===== config.mk =====
export PLATFORM = sky130hd
export DESIGN_NAME = shader_source_tokenizer
export DESIGN_NICKNAME = d
export VERILOG_FILES = /design/src/sv/sst_pkg.sv /design/src/sv/sst_front.sv /design/src/sv/sst_queue.sv /design/src/sv/sst_back.sv /design/src/sv/shader_source_tokenizer.sv
export SDC_FILE = /design/constraint.sdc
export NUM_CORES = 1
export LEC_CHECK = 0
export CAP_MARGIN = 20
export CORE_ASPECT_RATIO = 0.6
export CORE_MARGIN = 1.5
export CORE_UTILIZATION = 45
export DETAILED_ROUTE_END_ITERATION = 8
export DONT_BUFFER_PORTS = 1
export PLACE_DENSITY = 0.57
export SLEW_MARGIN = 20
export SYNTH_ARGS = -nofsm -noshare
export SYNTH_HDL_FRONTEND = slang
export SYNTH_HIERARCHICAL = 1
export SYNTH_SLANG_ARGS = --single-unit

===== constraint.sdc =====
create_clock -name clk -period 5.25 [get_ports clk]
set_clock_uncertainty 0.1 [all_clocks]
set_input_delay 1.05 -clock clk [delete_from_list [all_inputs] [get_ports clk]]
set_output_delay 1.05 -clock clk [all_outputs]
set_load 0.02 [all_outputs]

===== src/sv/sst_pkg.sv =====
`timescale 1ns / 1ps

package sst_pkg;

    // Widths of the saturating length counter and of the stream offset counter.
    localparam int LEN_BITS    = 16;
    localparam int OFFSET_BITS = 32;

    // Depth of the queue between the classifier and the scanner.
    localparam int QUEUE_DEPTH = 4;
    localparam int QPTR_BITS   = $clog2(QUEUE_DEPTH);
    localparam int QCNT_BITS   = $clog2(QUEUE_DEPTH + 1);

    // Character codes that the scanner looks for.
    localparam logic [7:0] CH_NL     = 8'h0A;
    localparam logic [7:0] CH_TAB    = 8'h09;
    localparam logic [7:0] CH_CR     = 8'h0D;
    localparam logic [7:0] CH_SPACE  = 8'h20;
    localparam logic [7:0] CH_QUOTE  = 8'h22;
    localparam logic [7:0] CH_STAR   = 8'h2A;
    localparam logic [7:0] CH_PLUS   = 8'h2B;
    localparam logic [7:0] CH_MINUS  = 8'h2D;
    localparam logic [7:0] CH_DOT    = 8'h2E;
    localparam logic [7:0] CH_SLASH  = 8'h2F;
    localparam logic [7:0] CH_UPPER_E = 8'h45;
    localparam logic [7:0] CH_UNDER  = 8'h5F;
    localparam logic [7:0] CH_LOWER_E = 8'h65;

    // Token kinds as they appear on the result channel.
    typedef enum logic [2:0] {
        KIND_INVALID = 3'd0,
        KIND_NUMBER  = 3'd1,
        KIND_STRING  = 3'd2,
        KIND_LINEC   = 3'd3,
        KIND_BLOCKC  = 3'd4,
        KIND_IDENT   = 3'd5,
        KIND_OPER    = 3'd6,
        KIND_NEWLINE = 3'd7
    } kind_t;

    // Scanner modes.
    typedef enum logic [2:0] {
        MODE_IDLE  = 3'd0,
        MODE_NUM   = 3'd1,
        MODE_STR   = 3'd2,
        MODE_SLASH = 3'd3,
        MODE_LINE  = 3'd4,
        MODE_BLOCK = 3'd5,
        MODE_IDENT = 3'd6
    } mode_t;

    // Character class flags worked out by the front end.
    typedef struct packed {
        logic is_digit;
        logic is_alpha;
        logic is_punct;
        logic is_blank;
    } char_class_t;

    // One classified input item as it travels through the queue.
    typedef struct packed {
        logic                   cmd;
        logic [7:0]             src_char;
        char_class_t            cls;
        logic [OFFSET_BITS-1:0] pos;
    } item_t;

    // One token result.
    typedef struct packed {
        kind_t                  kind;
        logic [OFFSET_BITS-1:0] start;
        logic [LEN_BITS-1:0]    length;
        logic                   last;
    } tok_t;

endpackage


===== src/sv/sst_front.sv =====
`timescale 1ns / 1ps

module sst_front
(
    input  logic               clk,
    input  logic               rst_n,
    input  logic               src_valid,
    output logic               src_stall,
    input  logic               cmd,
    input  logic [7:0]         source_byte,
    output logic               push_valid,
    output sst_pkg::item_t     push_item,
    input  logic               queue_full
);

    logic [sst_pkg::OFFSET_BITS-1:0] offset_reg;
    logic [sst_pkg::OFFSET_BITS-1:0] offset_next;
    logic                            accept;

    // The queue being full is the only reason to hold off the source.
    assign src_stall  = queue_full;
    assign accept     = src_valid && !queue_full;
    assign push_valid = accept;

    // Classify the byte and tag it with its stream offset.
    always_comb
    begin
        push_item              = '0;
        push_item.cmd          = cmd;
        push_item.src_char     = source_byte;
        push_item.pos          = offset_reg;
        push_item.cls.is_digit = (source_byte >= 8'h30) && (source_byte <= 8'h39);
        push_item.cls.is_alpha = ((source_byte >= 8'h61) && (source_byte <= 8'h7A)) ||
                                 ((source_byte >= 8'h41) && (source_byte <= 8'h5A));
        push_item.cls.is_punct = ((source_byte >= 8'd33)  && (source_byte <= 8'd47)) ||
                                 ((source_byte >= 8'd58)  && (source_byte <= 8'd64)) ||
                                 ((source_byte >= 8'd91)  && (source_byte <= 8'd96)) ||
                                 ((source_byte >= 8'd123) && (source_byte <= 8'd126));
        push_item.cls.is_blank = (source_byte == sst_pkg::CH_SPACE) ||
                                 (source_byte == sst_pkg::CH_TAB) ||
                                 (source_byte == sst_pkg::CH_CR);
    end

    // The offset advances on every source byte; the end marker leaves it alone.
    always_comb
    begin
        offset_next = offset_reg;
        if (accept && !cmd)
        begin
            offset_next = offset_reg + 1'b1;
        end
    end

    always_ff @(posedge clk or negedge rst_n)
    begin
        if (!rst_n)
        begin
            offset_reg <= '0;
        end
        else
        begin
            offset_reg <= offset_next;
        end
    end

endmodule


===== src/sv/sst_queue.sv =====
`timescale 1ns / 1ps

module sst_queue
(
    input  logic            clk,
    input  logic            rst_n,
    input  logic            push_valid,
    input  sst_pkg::item_t  push_item,
    output logic            full,
    output logic            head_valid,
    output sst_pkg::item_t  head_item,
    input  logic            pop
)
;

    sst_pkg::item_t                  entry_reg [sst_pkg::QUEUE_DEPTH];
    logic [sst_pkg::QPTR_BITS-1:0]   wr_ptr_reg;
    logic [sst_pkg::QPTR_BITS-1:0]   wr_ptr_next;
    logic [sst_pkg::QPTR_BITS-1:0]   rd_ptr_reg;
    logic [sst_pkg::QPTR_BITS-1:0]   rd_ptr_next;
    logic [sst_pkg::QCNT_BITS-1:0]   count_reg;
    logic [sst_pkg::QCNT_BITS-1:0]   count_next;
    logic                            wr;
    logic                            rd;

    assign full       = (count_reg == sst_pkg::QCNT_BITS'(sst_pkg::QUEUE_DEPTH));
    assign head_valid = (count_reg != '0);
    assign head_item  = entry_reg[rd_ptr_reg];
    assign wr         = push_valid && !full;
    assign rd         = pop && head_valid;

    // Pointer and fill count bookkeeping.
    always_comb
    begin
        wr_ptr_next = wr_ptr_reg;
        rd_ptr_next = rd_ptr_reg;
        count_next  = count_reg;
        if (wr)
        begin
            wr_ptr_next = (wr_ptr_reg == sst_pkg::QPTR_BITS'(sst_pkg::QUEUE_DEPTH - 1)) ?
                          '0 : wr_ptr_reg + 1'b1;
        end
        if (rd)
        begin
            rd_ptr_next = (rd_ptr_reg == sst_pkg::QPTR_BITS'(sst_pkg::QUEUE_DEPTH - 1)) ?
                          '0 : rd_ptr_reg + 1'b1;
        end
        if (wr && !rd)
        begin
            count_next = count_reg + 1'b1;
        end
        else if (rd && !wr)
        begin
            count_next = count_reg - 1'b1;
        end
    end

    always_ff @(posedge clk or negedge rst_n)
    begin
        if (!rst_n)
        begin
            wr_ptr_reg <= '0;
            rd_ptr_reg <= '0;
            count_reg  <= '0;
        end
        else
        begin
            wr_ptr_reg <= wr_ptr_next;
            rd_ptr_reg <= rd_ptr_next;
            count_reg  <= count_next;
        end
    end

    // Entry storage needs no reset.
    always_ff @(posedge clk)
    begin
        if (wr)
        begin
            entry_reg[wr_ptr_reg] <= push_item;
        end
    end

    // The fill count never goes past the depth.
    assert property (@(posedge clk) disable iff (!rst_n)
        count_reg <= sst_pkg::QCNT_BITS'(sst_pkg::QUEUE_DEPTH))
        else $error("queue fill count exceeds its depth");

    // A lone write grows the queue by exactly one entry.
    assert property (@(posedge clk) disable iff (!rst_n)
        (wr && !rd) |=> (count_reg == $past(count_reg) + 1'b1))
        else $error("queue count did not grow on a write");

    // A simultaneous read and write leaves the fill count unchanged.
    assert property (@(posedge clk) disable iff (!rst_n)
        (wr && rd) |=> (count_reg == $past(count_reg)))
        else $error("queue count changed on a read with a write");

endmodule


===== src/sv/sst_back.sv =====
`timescale 1ns / 1ps

module sst_back
(
    input  logic            clk,
    input  logic            rst_n,
    input  logic            head_valid,
    input  sst_pkg::item_t  head_item,
    output logic            pop,
    output logic            tok_valid,
    input  logic            tok_stall,
    output sst_pkg::tok_t   tok_out
);

    // Scanner state.
    sst_pkg::mode_t                  mode_reg;
    sst_pkg::mode_t                  mode_next;
    logic                            dot_reg;
    logic                            dot_next;
    logic [1:0]                      exp_reg;
    logic [1:0]                      exp_next;
    logic                            prev_e_reg;
    logic                            prev_e_next;
    logic                            prev_star_reg;
    logic                            prev_star_next;
    logic [sst_pkg::OFFSET_BITS-1:0] start_reg;
    logic [sst_pkg::OFFSET_BITS-1:0] start_next;
    logic [sst_pkg::LEN_BITS-1:0]    len_reg;
    logic [sst_pkg::LEN_BITS-1:0]    len_next;

    // Two-entry result buffer; slot 0 drives the result channel.
    sst_pkg::tok_t                   slot_reg [2];
    sst_pkg::tok_t                   slot_next [2];
    logic [1:0]                      cnt_reg;
    logic [1:0]                      cnt_next;

    // Per-item decode.
    logic [7:0]                      ch;
    logic [sst_pkg::LEN_BITS-1:0]    len_bump;
    logic                            take;
    logic                            out_pop;
    logic                            fin_v;
    sst_pkg::kind_t                  fin_kind;
    logic [sst_pkg::LEN_BITS-1:0]    fin_len;
    logic                            scan;
    logic                            idl_v;
    sst_pkg::kind_t                  idl_kind;
    logic                            enter_block;
    sst_pkg::tok_t                   fin_tok;
    sst_pkg::tok_t                   idl_tok;
    sst_pkg::tok_t                   res_a;
    logic [1:0]                      res_n;

    assign ch        = head_item.src_char;
    assign len_bump  = (&len_reg) ? len_reg : len_reg + 1'b1;
    assign tok_valid = (cnt_reg != 2'd0);
    assign tok_out   = slot_reg[0];
    assign out_pop   = tok_valid && !tok_stall;

    // An item is taken only when the buffer will be empty after this cycle's transfer.
    assign take = head_valid && ((cnt_reg == 2'd0) || ((cnt_reg == 2'd1) && out_pop));
    assign pop  = take;

    // Scanner next state and the token that the current one may finish.
    always_comb
    begin
        mode_next      = mode_reg;
        dot_next       = dot_reg;
        exp_next       = exp_reg;
        prev_e_next    = prev_e_reg;
        prev_star_next = prev_star_reg;
        start_next     = start_reg;
        len_next       = len_reg;
        fin_v          = 1'b0;
        fin_kind       = sst_pkg::KIND_INVALID;
        fin_len        = len_reg;
        scan           = 1'b0;
        idl_v          = 1'b0;
        idl_kind       = sst_pkg::KIND_INVALID;
        enter_block    = 1'b0;

        if (head_item.cmd)
        begin
            // End of source: report whatever is pending and go idle.
            unique case (mode_reg)
                sst_pkg::MODE_NUM:
                begin
                    fin_v    = 1'b1;
                    fin_kind = sst_pkg::KIND_NUMBER;
                end
                sst_pkg::MODE_IDENT:
                begin
                    fin_v    = 1'b1;
                    fin_kind = sst_pkg::KIND_IDENT;
                end
                sst_pkg::MODE_SLASH:
                begin
                    fin_v    = 1'b1;
                    fin_kind = sst_pkg::KIND_OPER;
                end
                sst_pkg::MODE_STR, sst_pkg::MODE_LINE, sst_pkg::MODE_BLOCK:
                begin
                    fin_v    = 1'b1;
                    fin_kind = sst_pkg::KIND_INVALID;
                end
                default:
                begin
                    fin_v = 1'b0;
                end
            endcase
            mode_next = sst_pkg::MODE_IDLE;
            len_next  = '0;
        end
        else
        begin
            unique case (mode_reg)
                sst_pkg::MODE_NUM:
                begin
                    if (head_item.cls.is_digit || head_item.cls.is_alpha)
                    begin
                        len_next = len_bump;
                        if (((ch == sst_pkg::CH_LOWER_E) || (ch == sst_pkg::CH_UPPER_E)) &&
                            (exp_reg != 2'd3))
                        begin
                            exp_next = exp_reg + 1'b1;
                        end
                    end
                    else if (head_item.cls.is_punct &&
                             (len_reg == sst_pkg::LEN_BITS'(1)) && dot_reg)
                    begin
                        // A lone leading dot followed by punctuation.
                        len_next  = len_bump;
                        fin_v     = 1'b1;
                        fin_kind  = sst_pkg::KIND_INVALID;
                        fin_len   = len_bump;
                        mode_next = sst_pkg::MODE_IDLE;
                    end
                    else if (ch == sst_pkg::CH_DOT)
                    begin
                        len_next = len_bump;
                        if (!dot_reg && (exp_reg == 2'd0))
                        begin
                            dot_next = 1'b1;
                        end
                        else
                        begin
                            // A second dot, or a dot after an exponent.
                            fin_v     = 1'b1;
                            fin_kind  = sst_pkg::KIND_INVALID;
                            fin_len   = len_bump;
                            mode_next = sst_pkg::MODE_IDLE;
                        end
                    end
                    else if (((ch == sst_pkg::CH_PLUS) || (ch == sst_pkg::CH_MINUS)) &&
                             (exp_reg == 2'd1) && prev_e_reg)
                    begin
                        len_next = len_bump;
                    end
                    else
                    begin
                        fin_v    = 1'b1;
                        fin_kind = sst_pkg::KIND_NUMBER;
                        scan     = 1'b1;
                    end
                end
                sst_pkg::MODE_STR:
                begin
                    if (ch == sst_pkg::CH_QUOTE)
                    begin
                        len_next  = len_bump;
                        fin_v     = 1'b1;
                        fin_kind  = sst_pkg::KIND_STRING;
                        fin_len   = len_bump;
                        mode_next = sst_pkg::MODE_IDLE;
                    end
                    else if (ch == sst_pkg::CH_NL)
                    begin
                        fin_v    = 1'b1;
                        fin_kind = sst_pkg::KIND_INVALID;
                        scan     = 1'b1;
                    end
                    else
                    begin
                        len_next = len_bump;
                    end
                end
                sst_pkg::MODE_SLASH:
                begin
                    if (ch == sst_pkg::CH_SLASH)
                    begin
                        len_next  = len_bump;
                        mode_next = sst_pkg::MODE_LINE;
                    end
                    else if (ch == sst_pkg::CH_STAR)
                    begin
                        len_next    = len_bump;
                        mode_next   = sst_pkg::MODE_BLOCK;
                        enter_block = 1'b1;
                    end
                    else
                    begin
                        fin_v    = 1'b1;
                        fin_kind = sst_pkg::KIND_OPER;
                        scan     = 1'b1;
                    end
                end
                sst_pkg::MODE_LINE:
                begin
                    len_next = len_bump;
                    if (ch == sst_pkg::CH_NL)
                    begin
                        fin_v     = 1'b1;
                        fin_kind  = sst_pkg::KIND_LINEC;
                        fin_len   = len_bump;
                        mode_next = sst_pkg::MODE_IDLE;
                    end
                end
                sst_pkg::MODE_BLOCK:
                begin
                    len_next = len_bump;
                    if ((ch == sst_pkg::CH_SLASH) && prev_star_reg)
                    begin
                        fin_v     = 1'b1;
                        fin_kind  = sst_pkg::KIND_BLOCKC;
                        fin_len   = len_bump;
                        mode_next = sst_pkg::MODE_IDLE;
                    end
                end
                sst_pkg::MODE_IDENT:
                begin
                    if (head_item.cls.is_digit || head_item.cls.is_alpha ||
                        (ch == sst_pkg::CH_UNDER))
                    begin
                        len_next = len_bump;
                    end
                    else
                    begin
                        fin_v    = 1'b1;
                        fin_kind = sst_pkg::KIND_IDENT;
                        scan     = 1'b1;
                    end
                end
                default:
                begin
                    scan = 1'b1;
                end
            endcase

            // Start-of-token scan of the byte, used between tokens and after an end.
            if (scan)
            begin
                mode_next = sst_pkg::MODE_IDLE;
                if (head_item.cls.is_blank)
                begin
                    idl_v = 1'b0;
                end
                else if (ch == sst_pkg::CH_NL)
                begin
                    idl_v    = 1'b1;
                    idl_kind = sst_pkg::KIND_NEWLINE;
                end
                else if (ch == sst_pkg::CH_QUOTE)
                begin
                    mode_next  = sst_pkg::MODE_STR;
                    start_next = head_item.pos;
                    len_next   = sst_pkg::LEN_BITS'(1);
                end
                else if ((ch == sst_pkg::CH_PLUS) || (ch == sst_pkg::CH_MINUS) ||
                         (ch == sst_pkg::CH_DOT) || head_item.cls.is_digit)
                begin
                    mode_next  = sst_pkg::MODE_NUM;
                    start_next = head_item.pos;
                    len_next   = sst_pkg::LEN_BITS'(1);
                    dot_next   = (ch == sst_pkg::CH_DOT);
                    exp_next   = 2'd0;
                end
                else if (ch == sst_pkg::CH_SLASH)
                begin
                    mode_next  = sst_pkg::MODE_SLASH;
                    start_next = head_item.pos;
                    len_next   = sst_pkg::LEN_BITS'(1);
                end
                else if ((ch == sst_pkg::CH_UNDER) || head_item.cls.is_alpha)
                begin
                    mode_next  = sst_pkg::MODE_IDENT;
                    start_next = head_item.pos;
                    len_next   = sst_pkg::LEN_BITS'(1);
                end
                else if (head_item.cls.is_punct)
                begin
                    idl_v    = 1'b1;
                    idl_kind = sst_pkg::KIND_OPER;
                end
                else
                begin
                    idl_v    = 1'b1;
                    idl_kind = sst_pkg::KIND_INVALID;
                end
            end

            // Remember whether this byte may start an exponent sign or close a comment.
            prev_e_next    = !enter_block &&
                             ((ch == sst_pkg::CH_LOWER_E) || (ch == sst_pkg::CH_UPPER_E));
            prev_star_next = !enter_block && (ch == sst_pkg::CH_STAR);
        end
    end

    // Assemble the one or two results of the item.
    always_comb
    begin
        fin_tok.kind   = fin_kind;
        fin_tok.start  = start_reg;
        fin_tok.length = fin_len;
        fin_tok.last   = !idl_v;
        idl_tok.kind   = idl_kind;
        idl_tok.start  = head_item.pos;
        idl_tok.length = sst_pkg::LEN_BITS'(1);
        idl_tok.last   = 1'b1;
        res_a          = fin_v ? fin_tok : idl_tok;
        res_n          = {1'b0, fin_v} + {1'b0, idl_v};
    end

    // Result buffer: load a fresh item's results or shift after a transfer.
    always_comb
    begin
        slot_next[0] = slot_reg[0];
        slot_next[1] = slot_reg[1];
        cnt_next     = cnt_reg;
        if (take)
        begin
            slot_next[0] = res_a;
            slot_next[1] = idl_tok;
            cnt_next     = res_n;
        end
        else if (out_pop)
        begin
            slot_next[0] = slot_reg[1];
            cnt_next     = cnt_reg - 1'b1;
        end
    end

    // Control and scanner state registers.
    always_ff @(posedge clk or negedge rst_n)
    begin
        if (!rst_n)
        begin
            mode_reg      <= sst_pkg::MODE_IDLE;
            dot_reg       <= 1'b0;
            exp_reg       <= 2'd0;
            prev_e_reg    <= 1'b0;
            prev_star_reg <= 1'b0;
            start_reg     <= '0;
            len_reg       <= '0;
            cnt_reg       <= 2'd0;
        end
        else
        begin
            cnt_reg <= cnt_next;
            if (take)
            begin
                mode_reg      <= mode_next;
                dot_reg       <= dot_next;
                exp_reg       <= exp_next;
                prev_e_reg    <= prev_e_next;
                prev_star_reg <= prev_star_next;
                start_reg     <= start_next;
                len_reg       <= len_next;
            end
        end
    end

    // Result payload needs no reset.
    always_ff @(posedge clk)
    begin
        slot_reg[0] <= slot_next[0];
        slot_reg[1] <= slot_next[1];
    end

    // The buffer never holds more than two results.
    assert property (@(posedge clk) disable iff (!rst_n)
        cnt_reg != 2'd3)
        else $error("result buffer overfilled");

    // The end marker always leaves the scanner idle with a cleared length.
    assert property (@(posedge clk) disable iff (!rst_n)
        (take && head_item.cmd) |=> ((mode_reg == sst_pkg::MODE_IDLE) && (len_reg == '0)))
        else $error("scanner not idle after end of source");

    // An item with two results fills the buffer, and only the second is marked last.
    assert property (@(posedge clk) disable iff (!rst_n)
        (take && (res_n == 2'd2)) |=> ((cnt_reg == 2'd2) && !slot_reg[0].last &&
                                        slot_reg[1].last))
        else $error("two-result item stored wrongly");

endmodule


===== src/sv/shader_source_tokenizer.sv =====
`timescale 1ns / 1ps

// Streaming tokenizer for C-style shader source. Each transfer on the source channel
// carries one byte (cmd 0) or an end-of-source marker (cmd 1) that flushes any pending
// token; each transfer on the token channel carries a kind, start offset, length and a
// flag marking the last token caused by one source item. A front end classifies each
// byte and stamps it with its stream offset, a four-entry queue decouples it from the
// scanner, and the scanner keeps a two-entry result buffer. The block takes one source
// item per cycle while the token channel does not stall; an item that yields two tokens
// (an ended token plus the byte's own one-byte token) holds the scanner while the second
// token drains from the result buffer. A source item passes through the queue entry
// registers and then the result buffer before its first token shows on the token channel.

module shader_source_tokenizer
(
    input  logic        clk,
    input  logic        rst_n,
    input  logic        src_valid,
    output logic        src_stall,
    input  logic        cmd,
    input  logic [7:0]  source_byte,
    output logic        tok_valid,
    input  logic        tok_stall,
    output logic [2:0]  token_kind,
    output logic [31:0] token_start,
    output logic [15:0] token_length,
    output logic        last_of_run
);

    logic            push_valid;
    sst_pkg::item_t  push_item;
    logic            queue_full;
    logic            head_valid;
    sst_pkg::item_t  head_item;
    logic            pop;
    sst_pkg::tok_t   tok_out;

    // Byte classification and offset stamping.
    sst_front u_front
    (
        .clk         (clk),
        .rst_n       (rst_n),
        .src_valid   (src_valid),
        .src_stall   (src_stall),
        .cmd         (cmd),
        .source_byte (source_byte),
        .push_valid  (push_valid),
        .push_item   (push_item),
        .queue_full  (queue_full)
    );

    // Queue between the classifier and the scanner.
    sst_queue u_queue
    (
        .clk        (clk),
        .rst_n      (rst_n),
        .push_valid (push_valid),
        .push_item  (push_item),
        .full       (queue_full),
        .head_valid (head_valid),
        .head_item  (head_item),
        .pop        (pop)
    );

    // Token scanner and result buffer.
    sst_back u_back
    (
        .clk        (clk),
        .rst_n      (rst_n),
        .head_valid (head_valid),
        .head_item  (head_item),
        .pop        (pop),
        .tok_valid  (tok_valid),
        .tok_stall  (tok_stall),
        .tok_out    (tok_out)
    );

    // Result fields on the token channel.
    assign token_kind   = tok_out.kind;
    assign token_start  = 32'(tok_out.start);
    assign token_length = 16'(tok_out.length);
    assign last_of_run  = tok_out.last;

endmodule


==> impl_metrics.toml <==
[outcome]
status = "completed"

[logic_synthesis]
synth_area_leaders = "edfxtp_1 (49%), dfrtp_1 (15%), mux4_2 (6.2%)"
synthDistinctLibCells = 89
syn-cell-area_sq_um = 16300
synth_edf_count = 266
synth_ff_type = "edfxtp_1"
synth_nets = 1189
avgSynthCellArea_sq_um = 14.1
synth.top_cell.area_share = 0.490
yosysSeqAreaShare = 0.638
async_flop_share = 0.267
netlist_instances = 1160
yosys_warnings = 6
ys_ff_latch = 363
synth.largest_area_cell = "edfxtp_1"

[global_route]
grt_pass1_vias = 8841
grt.total_usage = 0.194
grt_overflow = 0
grt_start_max_net_pins = 98
grt_first_pass_wirelength_um = 55100
antenna_found_initial = 0

[clock_tree]
cts_resized = 0
cts-buffers-inserted = 35
cts.sinks = 363
ctsHoldBuffers = 0
htree_levels = 2
post_cts_buffers = 0
clkTransAtPathRegs_ns = 0.06
clock_latency_ns = 0.53
cts_max_path_buffers = 3
cts_tree = "yes"
cts_root_buf = "clkbuf_16"

[setup_path]
worstReg2RegEnd = "u_back/start_reg[8]"
required_ns = 5.55
reg2reg_from = "u_queue/rd_ptr_reg[0]"
crit_fanout = 32
cp_slowest_stage_delay_ns = 0.71
endpoint = "u_back/start_reg[8]"
r2r_slack_ns = 0.87
crit_path_start_kind = "flip-flop"
critical_path.slowest_cell = "or4b_1"
crit_arrival_ns = 4.68
cp-end-kind = "flip-flop"
startpoint = "u_queue/rd_ptr_reg[0]"
worstPathCellList = "mux4_2, or4b_1, o31ai_4, o311ai_1, a311o_1, and2_1, nand2_4, mux2_2"
reg2reg_depth = 8
worstSetupPathType = "reg2reg"

[run]
max-cap-violations = 0

[timing]
worst_pin_slew_ns = 0.950
slew_violations = 0
slew_headroom = 0.366
setup_tns_ns = 0
hold_violations = 0
finalSetupViolCount = 0
rsz0062_at_grt = "no"
min_period_over_period = 0.835
period_minus_slack_ns = 4.38
fmax_mhz = 228

[layout]
final_util = 0.490
fin_cells = 1587
antenna_cells = 0
largest_register_ffs = 180
drive_above_1_share = 0.170
register_area_sq_um = 10400
area_growth_pct = 6.09
multi_input_area_sq_um = 5030
fillCellCount = 2992
final_nets = 1123

[placement]
routabilityCongestion = 0.931
dp.cells = 1524
portBuffers = 0
post-dp-hpwl_um = 22800

[drt]
vias_per_cell = 5.80
wl_per_cell_um = 22.2
wl_um = 35300
route.detailed.drc = 0
ant_nets = 0
drt_first_pass_iters = 7
num_vias = 9212
drtIter0Drc = 885

[die]
initial_core_util = 0.462
fp-row-count = 53
core_area_sq_um = 35300
die_w_um = 249
ioPinCount = 67
die-area_sq_um = 37400
die_h_um = 150

[power]
p_int_mw = 6.93
ir_drop_uv = 384
power.net_switching_mw = 4.26
switching_share = 0.381
clockPowerShare = 0.217
total_power_mw = 11.2
p_leak_nw = 6.24
power.share.sequential = 0.440
power.density_nw_per_um2 = 647
comb_power_share = 0.343

[worst_hold_path]
hold_class = "in2async"
-- layer usage --
metal | track usage | up-vias | share of wire | wire length, um
li1 | - | 4195 | - | -
met1 | 0.325 | 4655 | 0.53 | 18600
met2 | 0.240 | 320 | 0.37 | 13100
met3 | 0.0569 | 42 | 0.088 | 3110
met4 | 0.0390 | 0 | 0.013 | 464
met5 | 0 | - | 0 | 0
-- worst min path at each step --
| stage | from | to | slack (ns) | cells after the start |
|---|---|---|---|---|
| after floorplan | u_queue/count_reg[2] | u_queue/count_reg[2] | 0.35 | 1 |
| after global placement | u_queue/count_reg[2] | u_queue/count_reg[2] | 0.37 | 1 |
| after detailed placement | u_queue/count_reg[2] | u_queue/count_reg[2] | 0.38 | 1 |
| after CTS | rst_n | u_front/offset_reg[5] | 0.1 | 0 |
| after global routing | rst_n | u_front/offset_reg[5] | 0.09 | 0 |
| final | rst_n | u_front/offset_reg[5] | 0.12 | 0 |
-- cell usage in the layout (no fill, tap or decap), types with 9 or more instances in the layout --
cell,instances
edfxtp_1,266
dfrtp_1,95
a21oi_1,89
nand2_1,81
nor2_1,78
mux4_2,45
clkbuf_16,37
mux2_2,37
o21ai_0,33
nand3_1,28
xnor2_1,27
nand4_1,20
nor3_1,18
and3_1,18
inv_1,17
ha_1,15
buf_4,15
xor2_1,13
and4_1,11
clkbuf_1,9
nor2b_1,9
-- through the flow --
stage / hold slack [ns] / area [sq um] / setup WS, ns
final: 0.122 / 17300 / 0.867
after global routing: 0.0931 / 17300 / 0.710
after CTS: 0.0994 / 17300 / 0.886
after detailed placement: 0.376 / 16200 / 0.912
after global placement: 0.375 / 16200 / 0.958
after floorplan: 0.354 / 16300 / 1.00
-- area by class of cell --
cell class / count / area share
clock buffer: 48 / 0.0570
clock inverter: 15 / 0.00586
inverter: 19 / 0.00412
multi-input combinational: 660 / 0.291
sequential: 363 / 0.602
tap: 467 / 0.0338
timing repair buffer: 15 / 0.00651
-- power groups by stage --
stage	Sequential, mW	Clock, mW	Combinational, mW
2_1_floorplan	4.52	0	3.38
3_3_place_gp	4.97	0	3.76
3_5_place_dp	4.99	0	3.82
4_1_cts	4.94	2.50	3.83
5_1_grt	5.03	2.61	4.20
6_report	4.93	2.42	3.84
-- Yosys cell counts, types with 5 or more instances --
cell,count
mux2_2,37
and3_1,18
nand2b_1,6
or3_1,7
nor3_1,18
edfxtp_1,266
nor2_1,78
mux4_2,45
a311oi_1,5
buf_2,13
and2_1,9
o21ai_0,33
nand4_1,20
ha_1,15
nand3_1,28
xor2_1,13
inv_1,18
xnor2_1,27
clkbuf_1,25
a31oi_1,8
and4_1,11
nor2b_1,9
buf_4,64
dfrtp_1,97
buf_6,13
a21oi_1,89
nand2_1,81
nor4_1,5
-- critical path: cells and delay by family (launching register included) --
| family | cells | cell delay [ns] |
|---|---|---|
| mux | 2 | 1.03 |
| flops | 1 | 0.63 |
| compound gates | 3 | 1.09 |
| simple gates | 3 | 1.38 |
-- cells by family (layout without fill, tap and decap cells) --
group | Yosys count | count (layout) | share of synthesized area
DFF | 363 | 363 | 0.638
and+or+nand+nor | 327 | 327 | 0.107
AOI/OAI and AO/OA | 189 | 189 | 0.0738
buffers and inverters | 137 | 97 | 0.0542
muxes | 85 | 85 | 0.0897
xor gates and xnor gates | 41 | 41 | 0.0225
adders and majority gates | 18 | 18 | 0.0140
No activity file was read; power rests on OpenSTA's default activity.
